--- src/sv/pbo_pkg.sv ---
`timescale 1ns / 1ps
// ----------------------------------------------------------------------------
// pbo_pkg
// Types and codes shared by the blink output controller files.
// ----------------------------------------------------------------------------
package pbo_pkg;

    localparam logic [2:0] OP_TICK  = 3'd0;
    localparam logic [2:0] OP_START = 3'd1;
    localparam logic [2:0] OP_STOP  = 3'd2;
    localparam logic [2:0] OP_PERM  = 3'd3;
    localparam logic [2:0] OP_QUERY = 3'd4;

    localparam logic [1:0] CFG_PORTS_IN_USE = 2'd0;
    localparam logic [1:0] CFG_INIT_LEVELS  = 2'd1;

    localparam int         CFG_DW           = 8;
    localparam logic [1:0] PORTS_IN_USE_RST = 2'd3;
    localparam logic [15:0] FOREVER         = 16'hffff;

    typedef struct packed {
        logic [2:0]  op;
        logic [1:0]  port;
        logic [1:0]  priority_req;
        logic [15:0] repeat_count;
        logic [7:0]  high_ticks;
        logic [7:0]  low_ticks;
    } t_cmd;

    typedef struct packed {
        logic [1:0] out_port;
        logic       out_level;
        logic       out_active;
        logic       cycles_done;
        logic [1:0] done_priority;
        logic       last;
    } t_res;

    // one slot record as held in the slot memory
    typedef struct packed {
        logic [15:0] repeats_left;
        logic [7:0]  high_period;
        logic [7:0]  low_period;
        logic [7:0]  high_left;
        logic [7:0]  low_left;
    } t_slot;

    // outcome of one tick on a slot
    typedef struct packed {
        logic level_set;
        logic level_val;
        logic done;
        logic still_busy;
    } t_upd;

endpackage

--- src/sv/pbo_slot_ram.sv ---
`timescale 1ns / 1ps
// ----------------------------------------------------------------------------
// pbo_slot_ram
// Slot record store: one write port, one read port, registered read data.
// ----------------------------------------------------------------------------
module pbo_slot_ram
    import pbo_pkg::*;
#(
    parameter int DEPTH = 12,
    parameter int AW    = 4
) (
    input  logic          i_clk,
    input  logic          i_we,
    input  logic [AW-1:0] i_waddr,
    input  t_slot         i_wdata,
    input  logic          i_re,
    input  logic [AW-1:0] i_raddr,
    output t_slot         o_rdata
);

    t_slot r_mem [DEPTH];
    t_slot r_rdata;

    always_ff @(posedge i_clk) begin
        if (i_we) begin
            r_mem[i_waddr] <= i_wdata;
        end
        if (i_re) begin
            r_rdata <= r_mem[i_raddr];
        end
    end

    assign o_rdata = r_rdata;

endmodule

--- src/sv/pbo_slot_update.sv ---
`timescale 1ns / 1ps
// ----------------------------------------------------------------------------
// pbo_slot_update
// One tick of countdown on a slot record: high phase, low phase, period end.
// ----------------------------------------------------------------------------
module pbo_slot_update
    import pbo_pkg::*;
(
    input  t_slot i_slot,
    output t_slot o_slot,
    output t_upd  o_upd
);

    logic [7:0]  lo_next;
    logic [15:0] rep_next;

    always_comb begin
        o_slot   = i_slot;
        o_upd    = '0;
        lo_next  = '0;
        rep_next = i_slot.repeats_left;
        if (i_slot.high_left != 8'd0) begin
            o_slot.high_left = i_slot.high_left - 8'd1;
            o_upd.level_set  = 1'b1;
            o_upd.level_val  = 1'b1;
        end else begin
            if (i_slot.low_left != 8'd0) begin
                lo_next         = i_slot.low_left - 8'd1;
                o_upd.level_set = 1'b1;
                o_upd.level_val = 1'b0;
            end
            o_slot.low_left = lo_next;
            // period over: count it and reload
            if (lo_next == 8'd0) begin
                if (i_slot.repeats_left != FOREVER) begin
                    rep_next = i_slot.repeats_left - 16'd1;
                end
                o_slot.repeats_left = rep_next;
                o_upd.done          = (rep_next == 16'd0);
                o_slot.high_left    = i_slot.high_period;
                o_slot.low_left     = i_slot.low_period;
            end
        end
        o_upd.still_busy = (o_slot.repeats_left != 16'd0);
    end

endmodule

--- src/sv/priority_blink_output_controller.sv ---
`timescale 1ns / 1ps
// ----------------------------------------------------------------------------
// priority_blink_output_controller
// Blink pattern generator with prioritised slots per output port.
// ----------------------------------------------------------------------------
// A word is taken when start is high and busy is low. Start, stop,
// start-permanent and query give one result word the cycle after, when the
// port is served and, for start and stop, the priority is in range. A tick
// walks the served ports in order: a port with no slot to serve is reported
// from the scan state; otherwise the scan state reads the slot memory, then
// the update state updates the record and writes it back.
// Result words appear one per port, each for exactly one cycle with
// o_res_strobe; the receiver cannot stall them, so it must take every one.
// Slot memory needs no clearing after reset: per-slot busy flags say which
// records are live, and a record is always written whole when started.
// Configuration writes are taken only while idle and no word is offered.
// ----------------------------------------------------------------------------
module priority_blink_output_controller
    import pbo_pkg::*;
#(
    parameter int NUM_PORTS      = 3,
    parameter int NUM_PRIORITIES = 4,
    parameter int RED_PORT       = 0,
    parameter int GREEN_PORT     = 1,
    parameter int MIX_PORT       = 2
) (
    input  logic              i_clk,
    input  logic              i_rst_n,
    // command channel
    input  logic              start,
    input  t_cmd              i_cmd,
    output logic              busy,
    // result channel
    output logic              o_res_strobe,
    output t_res              o_res,
    // configuration channel
    input  logic              i_cfg_valid,
    output logic              o_cfg_ready,
    input  logic [1:0]        i_cfg_index,
    input  logic [CFG_DW-1:0] i_cfg_data
);

    localparam int PW     = (NUM_PORTS > 1) ? $clog2(NUM_PORTS) : 1;
    localparam int SW     = (NUM_PRIORITIES > 1) ? $clog2(NUM_PRIORITIES) : 1;
    localparam int DEPTH  = NUM_PORTS * NUM_PRIORITIES;
    localparam int AW     = (DEPTH > 1) ? $clog2(DEPTH) : 1;
    localparam int NP_CAP = (NUM_PORTS > 3) ? 3 : NUM_PORTS;
    // red/green only gate the mixed port when they exist
    localparam bit RED_OK    = (RED_PORT < NUM_PORTS);
    localparam bit GREEN_OK  = (GREEN_PORT < NUM_PORTS);
    localparam int RED_IDX   = RED_OK ? RED_PORT : 0;
    localparam int GREEN_IDX = GREEN_OK ? GREEN_PORT : 0;

    typedef enum logic [1:0] {S_IDLE, S_SCAN, S_UPD} t_state;

    t_state r_state, n_state;
    logic [1:0] r_ports, n_ports;
    logic [2:0] r_init, n_init;
    logic [NUM_PORTS-1:0] r_level, n_level;
    logic [NUM_PORTS-1:0] r_active, n_active;
    logic [NUM_PORTS-1:0][NUM_PRIORITIES-1:0] r_busy, n_busy;
    logic [1:0]    r_port, n_port;    // port being walked on a tick
    logic [SW-1:0] r_slot, n_slot;    // slot read for the port in hand
    logic r_strobe, n_strobe;
    t_res r_res, n_res;

    // slot memory interface
    logic          ram_we, ram_re;
    logic [AW-1:0] ram_waddr, ram_raddr;
    t_slot         ram_wdata, ram_rdata;
    t_slot         upd_slot;
    t_upd          upd;

    logic [1:0]    served;
    logic [PW-1:0] cmd_idx, tick_idx;
    logic          last_port, pr_ok, times_nz, cmd_emit;
    logic [SW-1:0] ld_slot;
    logic [15:0]   ld_rep;
    logic [NUM_PRIORITIES-1:0] red_busy, green_busy;
    logic          is_mix, sel_found, sel_stop;
    logic [SW-1:0] sel_slot;

    function automatic logic [AW-1:0] slot_addr(input logic [PW-1:0] p,
                                                 input logic [SW-1:0] s);
        return AW'(int'(p) * NUM_PRIORITIES + int'(s));
    endfunction

    pbo_slot_ram #(
        .DEPTH (DEPTH),
        .AW    (AW)
    ) u_ram (
        .i_clk   (i_clk),
        .i_we    (ram_we),
        .i_waddr (ram_waddr),
        .i_wdata (ram_wdata),
        .i_re    (ram_re),
        .i_raddr (ram_raddr),
        .o_rdata (ram_rdata)
    );

    pbo_slot_update u_upd (
        .i_slot (ram_rdata),
        .o_slot (upd_slot),
        .o_upd  (upd)
    );

    assign busy         = (r_state != S_IDLE);
    assign o_cfg_ready  = (r_state == S_IDLE) && !start;
    assign o_res_strobe = r_strobe;
    assign o_res        = r_res;

    // ports served on a tick, and command fields
    assign served    = (int'(r_ports) < NP_CAP) ? r_ports : 2'(NP_CAP);
    assign cmd_idx   = PW'(i_cmd.port);
    assign tick_idx  = PW'(r_port);
    assign last_port = (r_port == served - 2'd1);
    assign pr_ok     = (int'(i_cmd.priority_req) < NUM_PRIORITIES);
    assign times_nz  = (i_cmd.high_ticks != 8'd0) || (i_cmd.low_ticks != 8'd0);
    assign is_mix    = (int'(r_port) == MIX_PORT);
    assign red_busy   = RED_OK ? r_busy[RED_IDX] : '0;
    assign green_busy = GREEN_OK ? r_busy[GREEN_IDX] : '0;

    // first live slot of the walked port; the mixed port gives way at the
    // first slot level where red or green is live
    always_comb begin
        sel_found = 1'b0;
        sel_stop  = 1'b0;
        sel_slot  = '0;
        for (int j = 0; j < NUM_PRIORITIES; j++) begin
            if (!sel_found && !sel_stop) begin
                if (is_mix && (red_busy[j] || green_busy[j])) begin
                    sel_stop = 1'b1;
                end else if (r_busy[tick_idx][j]) begin
                    sel_found = 1'b1;
                    sel_slot  = SW'(j);
                end
            end
        end
    end

    always_comb begin
        n_state   = r_state;
        n_ports   = r_ports;
        n_init    = r_init;
        n_level   = r_level;
        n_active  = r_active;
        n_busy    = r_busy;
        n_port    = r_port;
        n_slot    = r_slot;
        n_strobe  = 1'b0;
        n_res     = r_res;
        ram_we    = 1'b0;
        ram_re    = 1'b0;
        ram_waddr = '0;
        ram_raddr = '0;
        ram_wdata = upd_slot;
        cmd_emit  = 1'b0;
        ld_slot   = (i_cmd.op == OP_PERM) ? SW'(NUM_PRIORITIES - 1) : SW'(i_cmd.priority_req);
        ld_rep    = (i_cmd.op == OP_PERM) ? FOREVER : i_cmd.repeat_count;

        case (r_state)
            S_IDLE: begin
                if (start) begin
                    if (i_cmd.op == OP_TICK) begin
                        if (served != 2'd0) begin
                            n_port  = 2'd0;
                            n_state = S_SCAN;
                        end
                    end else if (i_cmd.port < served) begin
                        case (i_cmd.op)
                            OP_START, OP_PERM: begin
                                if (i_cmd.op == OP_PERM || pr_ok) begin
                                    cmd_emit = 1'b1;
                                    if (times_nz && ld_rep != 16'd0) begin
                                        ram_we    = 1'b1;
                                        ram_waddr = slot_addr(cmd_idx, ld_slot);
                                        ram_wdata = '{repeats_left: ld_rep,
                                                      high_period:  i_cmd.high_ticks,
                                                      low_period:   i_cmd.low_ticks,
                                                      high_left:    i_cmd.high_ticks,
                                                      low_left:     i_cmd.low_ticks};
                                        n_busy[cmd_idx][ld_slot] = 1'b1;
                                    end
                                end
                            end
                            OP_STOP: begin
                                if (pr_ok) begin
                                    cmd_emit = 1'b1;
                                    n_busy[cmd_idx][ld_slot] = 1'b0;
                                    n_level[cmd_idx]         = 1'b0;
                                end
                            end
                            OP_QUERY: begin
                                cmd_emit = 1'b1;
                            end
                            default: ;
                        endcase
                    end
                end
                if (cmd_emit) begin
                    n_strobe = 1'b1;
                    n_res    = '{out_port: i_cmd.port, out_level: n_level[cmd_idx],
                                 out_active: r_active[cmd_idx], cycles_done: 1'b0,
                                 done_priority: 2'd0, last: 1'b1};
                end
                // register writes, only taken while idle
                if (i_cfg_valid && o_cfg_ready) begin
                    case (i_cfg_index)
                        CFG_PORTS_IN_USE: n_ports = i_cfg_data[1:0];
                        CFG_INIT_LEVELS: begin
                            n_init = i_cfg_data[2:0];
                            for (int i = 0; i < NUM_PORTS; i++) begin
                                n_level[i] = 1'(i_cfg_data[2:0] >> i);
                            end
                        end
                        default: ;
                    endcase
                end
            end
            S_SCAN: begin
                if (sel_found) begin
                    ram_re    = 1'b1;
                    ram_raddr = slot_addr(tick_idx, sel_slot);
                    n_slot    = sel_slot;
                    n_state   = S_UPD;
                end else begin
                    // nothing live: report the port as is
                    n_active[tick_idx] = 1'b0;
                    n_strobe = 1'b1;
                    n_res    = '{out_port: r_port, out_level: r_level[tick_idx],
                                 out_active: 1'b0, cycles_done: 1'b0,
                                 done_priority: 2'd0, last: last_port};
                    n_port   = r_port + 2'd1;
                    n_state  = last_port ? S_IDLE : S_SCAN;
                end
            end
            S_UPD: begin
                ram_we    = 1'b1;
                ram_waddr = slot_addr(tick_idx, r_slot);
                n_busy[tick_idx][r_slot] = upd.still_busy;
                n_active[tick_idx]       = 1'b1;
                if (upd.level_set) begin
                    n_level[tick_idx] = upd.level_val;
                end
                n_strobe = 1'b1;
                n_res    = '{out_port: r_port, out_level: n_level[tick_idx],
                             out_active: 1'b1, cycles_done: upd.done,
                             done_priority: upd.done ? 2'(r_slot) : 2'd0,
                             last: last_port};
                n_port   = r_port + 2'd1;
                n_state  = last_port ? S_IDLE : S_SCAN;
            end
            default: n_state = S_IDLE;
        endcase
    end

    always_ff @(posedge i_clk) begin
        if (!i_rst_n) begin
            r_state  <= S_IDLE;
            r_ports  <= PORTS_IN_USE_RST;
            r_init   <= '0;
            r_level  <= '0;
            r_active <= '0;
            r_busy   <= '0;
            r_strobe <= 1'b0;
        end else begin
            r_state  <= n_state;
            r_ports  <= n_ports;
            r_init   <= n_init;
            r_level  <= n_level;
            r_active <= n_active;
            r_busy   <= n_busy;
            r_strobe <= n_strobe;
            r_port   <= n_port;
            r_slot   <= n_slot;
            r_res    <= n_res;
        end
    end

    // the last word of an item leaves the block idle
    a_last_idle: assert property (@(posedge i_clk) disable iff (!i_rst_n)
        o_res_strobe && o_res.last |-> !busy)
        else $error("last result word while still busy");

    // only ticks give non-final words, and the walk goes on after them
    a_mid_busy: assert property (@(posedge i_clk) disable iff (!i_rst_n)
        o_res_strobe && !o_res.last |-> busy)
        else $error("non-final result word with controller idle");

    // update always follows a slot read
    a_upd_read: assert property (@(posedge i_clk) disable iff (!i_rst_n)
        r_state == S_UPD |-> $past(ram_re))
        else $error("slot update without preceding read");

    // the controller never reads and writes the slot memory in one cycle
    a_ram_port: assert property (@(posedge i_clk) disable iff (!i_rst_n)
        !(ram_we && ram_re))
        else $error("slot memory read and write collide");

    // a finished slot was controlling the port
    a_done_active: assert property (@(posedge i_clk) disable iff (!i_rst_n)
        o_res_strobe && o_res.cycles_done |-> o_res.out_active)
        else $error("done flag on inactive port");

endmodule
--- config.mk ---
export PLATFORM = sky130hd
export DESIGN_NAME = priority_blink_output_controller
export DESIGN_NICKNAME = d
export VERILOG_FILES = /design/src/sv/pbo_pkg.sv /design/src/sv/pbo_slot_ram.sv /design/src/sv/pbo_slot_update.sv /design/src/sv/priority_blink_output_controller.sv
export SDC_FILE = /design/constraint.sdc
export NUM_CORES = 1
export LEC_CHECK = 0
export ABC_AREA = 1
export ABC_CLOCK_PERIOD_IN_PS = 4900
export BUFFER_PORTS_ARGS = -buffer_cell sky130_fd_sc_hd__clkbuf_2
export CAP_MARGIN = 5
export CORE_ASPECT_RATIO = 1.4
export CORE_MARGIN = 2
export CORE_UTILIZATION = 55
export DETAILED_ROUTE_END_ITERATION = 6
export PLACE_DENSITY = 0.85
export SYNTH_ARGS = -nofsm -noshare
export SYNTH_HDL_FRONTEND = slang
export SYNTH_HIERARCHICAL = 1
export SYNTH_SLANG_ARGS = --single-unit
--- constraint.sdc ---
create_clock -name i_clk -period 4.9 [get_ports i_clk]
set_clock_uncertainty 0.05 [all_clocks]
set_input_delay 0.735 -clock i_clk [delete_from_list [all_inputs] [get_ports i_clk]]
set_output_delay 0.735 -clock i_clk [all_outputs]
set_load 0.05 [all_outputs]
==> summary.md, run 1 <==
| Metric | Value |
|---|---|
| Status | `finished, final reports clean` |
| DIE HEIGHT | `283 µm` |
| Post-synth EDFFs | `636` |
| Sequential fraction of design power | `49.8%` |
| Synthesized net count | `3184` |
| Cell repeated most along the worst path | `nand2_1` |
| DR pass1 iterations | `6` |
| Detail Route Antenna Nets | `0` |
| Ys async rst share | `0%` |
| Avg Cell Area, Syn | `9.79 µm²` |
| Via count | `22286` |
| Kind of critical path | `flip-flop to flip-flop` |
| Max Clk Rate | `0.241 GHz` |
| Post-Route WL | `77.1 mm` |
| Fin util | `60.7%` |
| P_int | `9.77 mW` |
| Post_cts resized | `0` |
| Multi-input logic area | `0.00851 mm²` |
| GRT Total Usage | `26.7%` |
| H-Tree Depth | `2` |
| DR vias/cell | `5.73` |
| Global-route wire length before repair | `117 mm` |
| Largest fanout on the critical path | `16` |
| Final hold slack | `0.301 ns` |
| Clk Latency, worst-skew pair | `0.64 ns` |
| Power density over cell area | `399 mW/mm²` |
| Final Cycle Share | `84.6%` |
| WL/cell | `19.8 µm` |
| Synth cell types | `47` |
| CORE AREA | `0.0551 mm²` |
| Tot Pwr | `13.4 mW` |
| Final setup viols | `0` |
| Layout filler cell count | `4123` |
| DR iter-0 viols | `2753` |
| Synth top area cells | `edfxtp_1 (63%), nand2_1 (11%), nand3_1 (5.5%), inv_1 (5.2%), nor2_1 (3.0%)` |
| Gp weighted congestion | `0.936` |
| Max Buffers Root-to-Sink | `3` |
| P_sw | `3.58 mW` |
| P_leak | `13.6 nW` |
| CTS tree | `yes` |
| Final HPWL DP | `41.4 mm` |
| CTS Hold Bufs | `0` |
| Worst Tran Pin Value | `1.13 ns` |
| Die Area | `0.0574 mm²` |
| TritonCTS Sinks | `659` |
| CTS root buffer | `clkbuf_16` |
| Reg area | `0.0196 mm²` |
| Ordered list of cells on the worst path | `inv_1, ha_1, nand2_1, nor2_1, nand2_1, o21ai_1, nand2_1, nor2_4, nand3_4, inv_2, nand2_1, nand2_1, nor2_1, nand2_1, nor2_1, nand2_1, nand2_1, o32ai_1, nand4_1, a21oi_1` |
| Rows | `102` |
| Gr ovfl total | `0` |
| Worst EP required | `5.41 ns` |
| Layout area overhead | `9.60%` |
| Synthesized instance count | `3116` |
| Share of cells above drive strength 1 | `8.07%` |
| Unrepaired setup endpoints after global routing | `no` |
| Slowest cell on the critical path | `edfxtp_1` |
| Combinational Power Share | `14.7%` |
| I/O Buffers | `58` |
| Number of global-route vias before repair | `22277` |
| Final hold violation count | `0` |
| I/O pin count | `64` |
| Worst slew margin | `24.5%` |
| CP arrival | `4.66 ns` |
| Seq cells post-synth | `659` |
| CP Launch Type | `flip-flop` |
| Antenna violations before repair | `0` |
| Setup bufs post-CTS | `0` |
| Mapped Area | `0.0305 mm²` |
| Inserted Diodes | `0` |
| Crit path time final | `4.15 ns` |
| DIE WIDTH | `203 µm` |
| Sequential element share of the synthesized area | `64.1%` |
| Min-Delay Path Class | `primary input to flip-flop` |
| VDD IR max | `254 µV` |
| TNS Setup | `0 ns` |
| Nets | `3180` |
| Largest net degree at the start of global routing | `143` |
| Initial core utilization | `55.4%` |
| Final number of max-transition violations | `0` |
| Clk pwr share | `35.5%` |
| Top_reg_cell synth | `edfxtp_1` |
| Num CTS Buffers | `59` |
| Post-route DRC | `0` |
| CTS clk-pin slew, worst paths | `0.07 ns` |
| Yosys top cell area share | `62.6%` |
| CP peak stage delay | `0.43 ns` |
| Max_cap viols | `0` |
| Largest area contributor in the netlist | `edfxtp_1` |
| Switching Share | `26.8%` |
| Yosys warns | `6` |
| Crit. End Element | `flip-flop` |
[cells by family (layout without fill, tap and decap cells)]
family          Yosys count  count (layout)  share of synthesized area [%]
simple gates           1539            1539                           21.2
flops                   659             659                           64.1
buf+inv                 595             638                           8.40
compound gates          292             292                           5.19
xor+xnor                 16              16                          0.459
fa+ha+maj                15              15                          0.615
[cell usage after synthesis (2+ instances only)]
master / count
edfxtp_1: 636
xor2_1: 10
o32ai_1: 4
nand3_2: 10
nor3_1: 15
o211ai_1: 12
xnor2_1: 6
nor2_2: 6
nand3b_1: 2
o21ai_1: 52
buf_4: 22
nor2_1: 242
nand2_1: 884
buf_6: 19
inv_1: 420
nand3_4: 2
nor2_4: 4
nand4_1: 19
clkbuf_1: 36
a31oi_1: 4
o21ai_0: 148
buf_1: 14
dfxtp_1: 23
nand3_1: 338
o22ai_1: 26
buf_2: 72
a21oi_1: 39
ha_1: 15
inv_2: 9
nand2_2: 10
[layout by cell type, fill, tap and decap left out, types with 19 or more instances in the layout]
| cell | count |
|---|---|
| nor2_1 | 228 |
| edfxtp_1 | 636 |
| nand4_1 | 19 |
| nand3_1 | 338 |
| buf_4 | 19 |
| buf_12 | 21 |
| o21ai_1 | 52 |
| clkbuf_2 | 59 |
| o21ai_0 | 148 |
| clkbuf_16 | 61 |
| inv_1 | 416 |
| nand2_1 | 884 |
| dfxtp_1 | 23 |
| a21oi_1 | 38 |
| o22ai_1 | 26 |
[power groups by stage]
stage | combinational, mW | clock (mW) | sequential (mW)
6_report | 1.96 | 4.74 | 6.65
5_1_grt | 2.15 | 4.99 | 6.65
4_1_cts | 1.93 | 4.78 | 6.64
3_5_place_dp | 1.91 | 0 | 6.76
3_3_place_gp | 1.83 | 0 | 6.76
2_1_floorplan | 1.36 | 0 | 6.77
[worst max-delay path: cells and delay by family (launching register included)]
kind	cells	cell delay [ns]
simple gates	14	1.99
compound gates	3	0.74
buf+inv	2	0.59
flops	1	0.43
fa+ha+maj	1	0.27
[sequential cells by signal, indices dropped and copies added, names as in the netlist, named ones only]
signal / flops
u_ram/o_rdata: 48
r_level: 3
r_slot: 2
r_ports: 2
o_res: 8
r_port: 2
o_res_strobe: 1
u_ram/r_mem: 576
r_state: 2
[final timing paths]
kind | endpoint | from | slack, ns | cells past startpoint
max reg2reg | flip-flop | u_ram/o_rdata[0]$_DFFE_PP_ | 0.75 | 20
min reg2reg | flip-flop | flip-flop | 0.42 | 2
max | flip-flop | u_ram/o_rdata[0]$_DFFE_PP_ | 0.75 | 20
min | r_ports[0]$_SDFFE_PN1P_ | i_cfg_data[0] | 0.30 | 3
[area by class of cell]
cell class / count / share of cell area, %
Clock inverter: 34 / 1.19
Sequential cell: 659 / 58.5
Clock buffer: 74 / 4.71
Timing Repair Buffer: 99 / 2.57
Multi-Input combinational cell: 1862 / 25.5
Inverter: 431 / 4.88
Tap cell: 728 / 2.72
[routing by layer]
layer / vias up / wire, µm / track usage [%] / share of wire (%)
met5: - / 0 / 0 / 0
met4: 0 / 3610 / 14.6 / 4.7
met3: 262 / 7630 / 4.75 / 9.9
met2: 1367 / 39400 / 47.7 / 51
met1: 10403 / 26400 / 30.4 / 34
li1: 10254 / - / - / -
[per-stage QoR]
stage	setup slack (ns)	instance area (µm²)	std cells
detailed placement	0.878	31500	3778
floorplan	0.287	30500	3116
global placement	0.961	31500	3778
global route	0.542	33400	3887
finish	0.752	33400	3887
CTS	0.879	33400	3886
No activity file was read; power rests on OpenSTA's default activity.
==> inputs of run 2 (changes only) <==
--- a/config.mk
+++ b/config.mk
@@ -5,8 +5,8 @@
 export SDC_FILE = /design/constraint.sdc
 export NUM_CORES = 1
 export LEC_CHECK = 0
-export ABC_AREA = 1
-export ABC_CLOCK_PERIOD_IN_PS = 4900
+export ABC_AREA = 0
+export ABC_CLOCK_PERIOD_IN_PS = 3500
 export BUFFER_PORTS_ARGS = -buffer_cell sky130_fd_sc_hd__clkbuf_2
 export CAP_MARGIN = 5
 export CORE_ASPECT_RATIO = 1.4
==> constraint.sdc (replaced) <==
create_clock -name i_clk -period 3.5 [get_ports i_clk]
set_clock_uncertainty 0.05 [all_clocks]
set_input_delay 0.525 -clock i_clk [delete_from_list [all_inputs] [get_ports i_clk]]
set_output_delay 0.525 -clock i_clk [all_outputs]
set_load 0.05 [all_outputs]
==> run 2 against run 1 <==
  * The flow now finishes with violations (setup timing)
  * First-iteration DRC count down 17%
  * Non-clock buffer count up 205
  * Sequential power up 32%
  * Worst hold slack worse by 0.17 ns
  * Setup slack worse by 1.6 ns
  * Area after synthesis down 9.2%
  * Critical path depth down 4
  * Clock power up 28%
  * Fmax down 5.2%
  * Final cell count down 33%
  * Register-to-register slack worse by 1.6 ns
==> summary.md, run 2 <==
| Metric | Value |
|---|---|
| Status | `finished, violations left` |
| Failing checks | `setup timing` |
| Inserted Diodes | `0` |
| P_int | `12.2 mW` |
| Met2 Use GR | `47.1%` |
| DIE HEIGHT | `270 µm` |
| DR pass1 iterations | `6` |
| Crit. End Element | `flip-flop` |
| Final setup margin | `-0.875 ns` |
| Final setup viols | `100` |
| Seq cells post-synth | `659` |
| Clk pwr share | `38.3%` |
| Hold Path Depth | `3` |
| Synth top area cells | `edfxtp_1 (69%), mux4_2 (7.8%), mux2i_1 (3.9%), nand2_1 (2.1%), o221ai_1 (1.9%)` |
| Gp weighted congestion | `0.886` |
| Max_cap viols | `0` |
| Setup WS pre-CTS | `-0.652 ns` |
| CTS tree | `yes` |
| I/O Buffers | `58` |
| Worst Setup SP | `u_ram/o_rdata[0]$_DFFE_PP_` |
| Nets | `1995` |
| R2R cell count | `16` |
| Worst hold start | `i_cfg_data[1]` |
| GRT Total Usage | `27.2%` |
| Sequential fraction of design power | `55.3%` |
| Post-synth EDFFs | `636` |
| Final Cycle Share | `125%` |
| VDD IR max | `402 µV` |
| Yosys top cell area share | `69.0%` |
| Most frequent cells in the layout | `edfxtp_1 (636), buf_4 (177), nand2_1 (143), mux2i_1 (106), mux4_2 (96)` |
| Largest fanout on the critical path | `6` |
| Post-Route WL | `79.4 mm` |
| Post-synth top cells | `edfxtp_1 (636), nand2_1 (155), mux2i_1 (107)` |
| Reg area | `0.0196 mm²` |
| Multi-input logic area | `0.00841 mm²` |
| Ys async rst share | `0%` |
| Via count | `18116` |
| CP arrival | `4.82 ns` |
| Combinational Power Share | `6.5%` |
| Worst EP required | `3.94 ns` |
| Post-route DRC | `0` |
| Final HPWL DP | `39.5 mm` |
| Top_reg_cell synth | `edfxtp_1` |
| Clk Latency, worst-skew pair | `0.64 ns` |
| TritonCTS Sinks | `659` |
| Mapped Area | `0.0277 mm²` |
| Layout area overhead | `21.2%` |
| Top reg by flops | `u_ram/r_mem` |
| I/O pin count | `64` |
| Avg Cell Area, Syn | `16.5 µm²` |
| Largest net degree at the start of global routing | `55` |
| CP Launch Type | `flip-flop` |
| Kind of critical path | `flip-flop to flip-flop` |
| Max Clk Rate | `0.229 GHz` |
| Grt peak-use layer | `met2` |
| R2r setup slk | `-0.87 ns` |
| Tot Pwr | `15.9 mW` |
| P_leak | `11.0 nW` |
| Min-Delay Path Class | `primary input to flip-flop` |
| CORE AREA | `0.0499 mm²` |
| Max reg flops | `576` |
| Worst Tran Pin Value | `1.03 ns` |
| Die Area | `0.0522 mm²` |
| CTS root buffer | `clkbuf_16` |
| Switching Share | `23.1%` |
| WL/cell | `30.4 µm` |
| Most common cell after layout, fill and taps aside | `edfxtp_1` |
| DR vias/cell | `6.93` |
| Yosys warns | `6` |
| Worst slew margin | `31.0%` |
| Sequential element share of the synthesized area | `70.6%` |
| Antenna violations before repair | `0` |
| Crit path time final | `4.37 ns` |
| Num CTS Buffers | `56` |
| Routing usage on met3 | `4.30%` |
| Initial core utilization | `55.5%` |
| Met1 track demand over resource | `32.3%` |
| DR iter-0 viols | `2288` |
| CTS clk-pin slew, worst paths | `0.07 ns` |
| H-Tree Depth | `2` |
| Largest area contributor in the netlist | `edfxtp_1` |
| Top-count cell post-synth | `edfxtp_1` |
| Gr ovfl total | `0` |
| Global-route wire length before repair | `107 mm` |
| Layout filler cell count | `2947` |
| P_sw | `3.66 mW` |
| Share of cells above drive strength 1 | `33.2%` |
| Rows | `97` |
| Final number of max-transition violations | `0` |
| Synthesized instance count | `1677` |
| Final hold slack | `0.131 ns` |
| Number of global-route vias before repair | `17826` |
| Synthesized net count | `1745` |
| Reg-to-reg startpoint | `u_ram/o_rdata[0]$_DFFE_PP_` |
| Synth cell types | `80` |
| DIE WIDTH | `194 µm` |
| Final hold violation count | `0` |
| Power density over cell area | `473 mW/mm²` |
| Max Buffers Root-to-Sink | `3` |
| Unrepaired setup endpoints after global routing | `yes` |
| Detail Route Antenna Nets | `0` |
==> run 2: changes by cell type in the layout (fill, tap and decap cells not counted), moves of 107 or more <==
cell     previous run  this run
buf_4              19       177
inv_1             416        19
nand2_1           884       143
nand3_1           338         9
nor2_1            228        63
o21ai_0           148        41
==> run 2: critical path: stages, from the launching register on <==
cell	delay, ns
edfxtp_1	0.46
buf_6	0.16
or4_4	0.53
buf_4	0.16
o21ai_1	0.19
buf_4	0.18
nand4_1	0.28
buf_6	0.27
buf_6	0.13
nor3b_4	0.17
xor2_1	0.10
or4b_4	0.49
or4_4	0.64
nand3_4	0.15
o22ai_2	0.08
mux2i_1	0.15
nor2b_1	0.06
==> run 2: path summary, 6_finish.rpt <==
check	end
max	flip-flop
min	r_ports[1]$_SDFFE_PN1P_
max reg2reg	flip-flop
min reg2reg	flip-flop
==> run 2: metrics by stage <==
stage | util, % | std cells | cell area, µm² | setup TNS, ns
2_1_floorplan | - | 1677 | 27900 | -259.28
3_3_place_gp | 60.1 | 2434 | 30000 | -8.76
3_5_place_dp | 60.1 | 2434 | 30000 | -16.25
4_1_cts | 64.9 | 2561 | 32400 | -5.44
5_1_grt | 67.3 | 2614 | 33600 | -22.17
6_report | 67.3 | 2614 | 33600 | -16.99
==> run 2: area by class of cell <==
| cell class | instances | share of cell area [%] |
|---|---|---|
| Clock inverter | 34 | 0.913 |
| Inverter | 22 | 0.246 |
| Clock buffer | 68 | 4.31 |
| Sequential cell | 659 | 58.3 |
| Timing Repair Buffer | 304 | 8.78 |
| Multi-Input combinational cell | 884 | 25.1 |
| Tap cell | 643 | 2.40 |
==> run 2: cell families after synthesis <==
family          after synthesis  synth area share [%]
compound gates              272                  7.26
simple gates                368                  6.44
buf+inv                     135                  2.52
mux                         205                  11.8
fa+ha+maj                    15                 0.678
xor+xnor                     23                 0.727
flops                       659                  70.6
==> run 2: routing by layer <==
layer | routed length (µm) | vias to the layer above
met5 | 0 | -
met4 | 5300 | 0
met3 | 8010 | 392
met2 | 40400 | 1433
met1 | 25700 | 9057
li1 | - | 7234
==> run 2: timing repair <==
action / CTS / global route
buffers inserted: 21 / 48
pin swaps: 16 / 51
resized for setup: 68 / 127
gates cloned: 4 / 6
hold buffers: 0 / 0
endpoints found under the setup margin: 60 / 199
==> run 2: power by group through the flow <==
| stage | Sequential, mW | Combinational (mW) | Clock [mW] |
|---|---|---|---|
| detailed placement | 8.94 | 0.906 | 0 |
| floorplan | 9.00 | 0.510 | 0 |
| finish | 8.78 | 1.02 | 6.07 |
| global placement | 8.94 | 0.876 | 0 |
| CTS | 8.78 | 0.945 | 6.01 |
| global route | 8.78 | 1.09 | 6.37 |
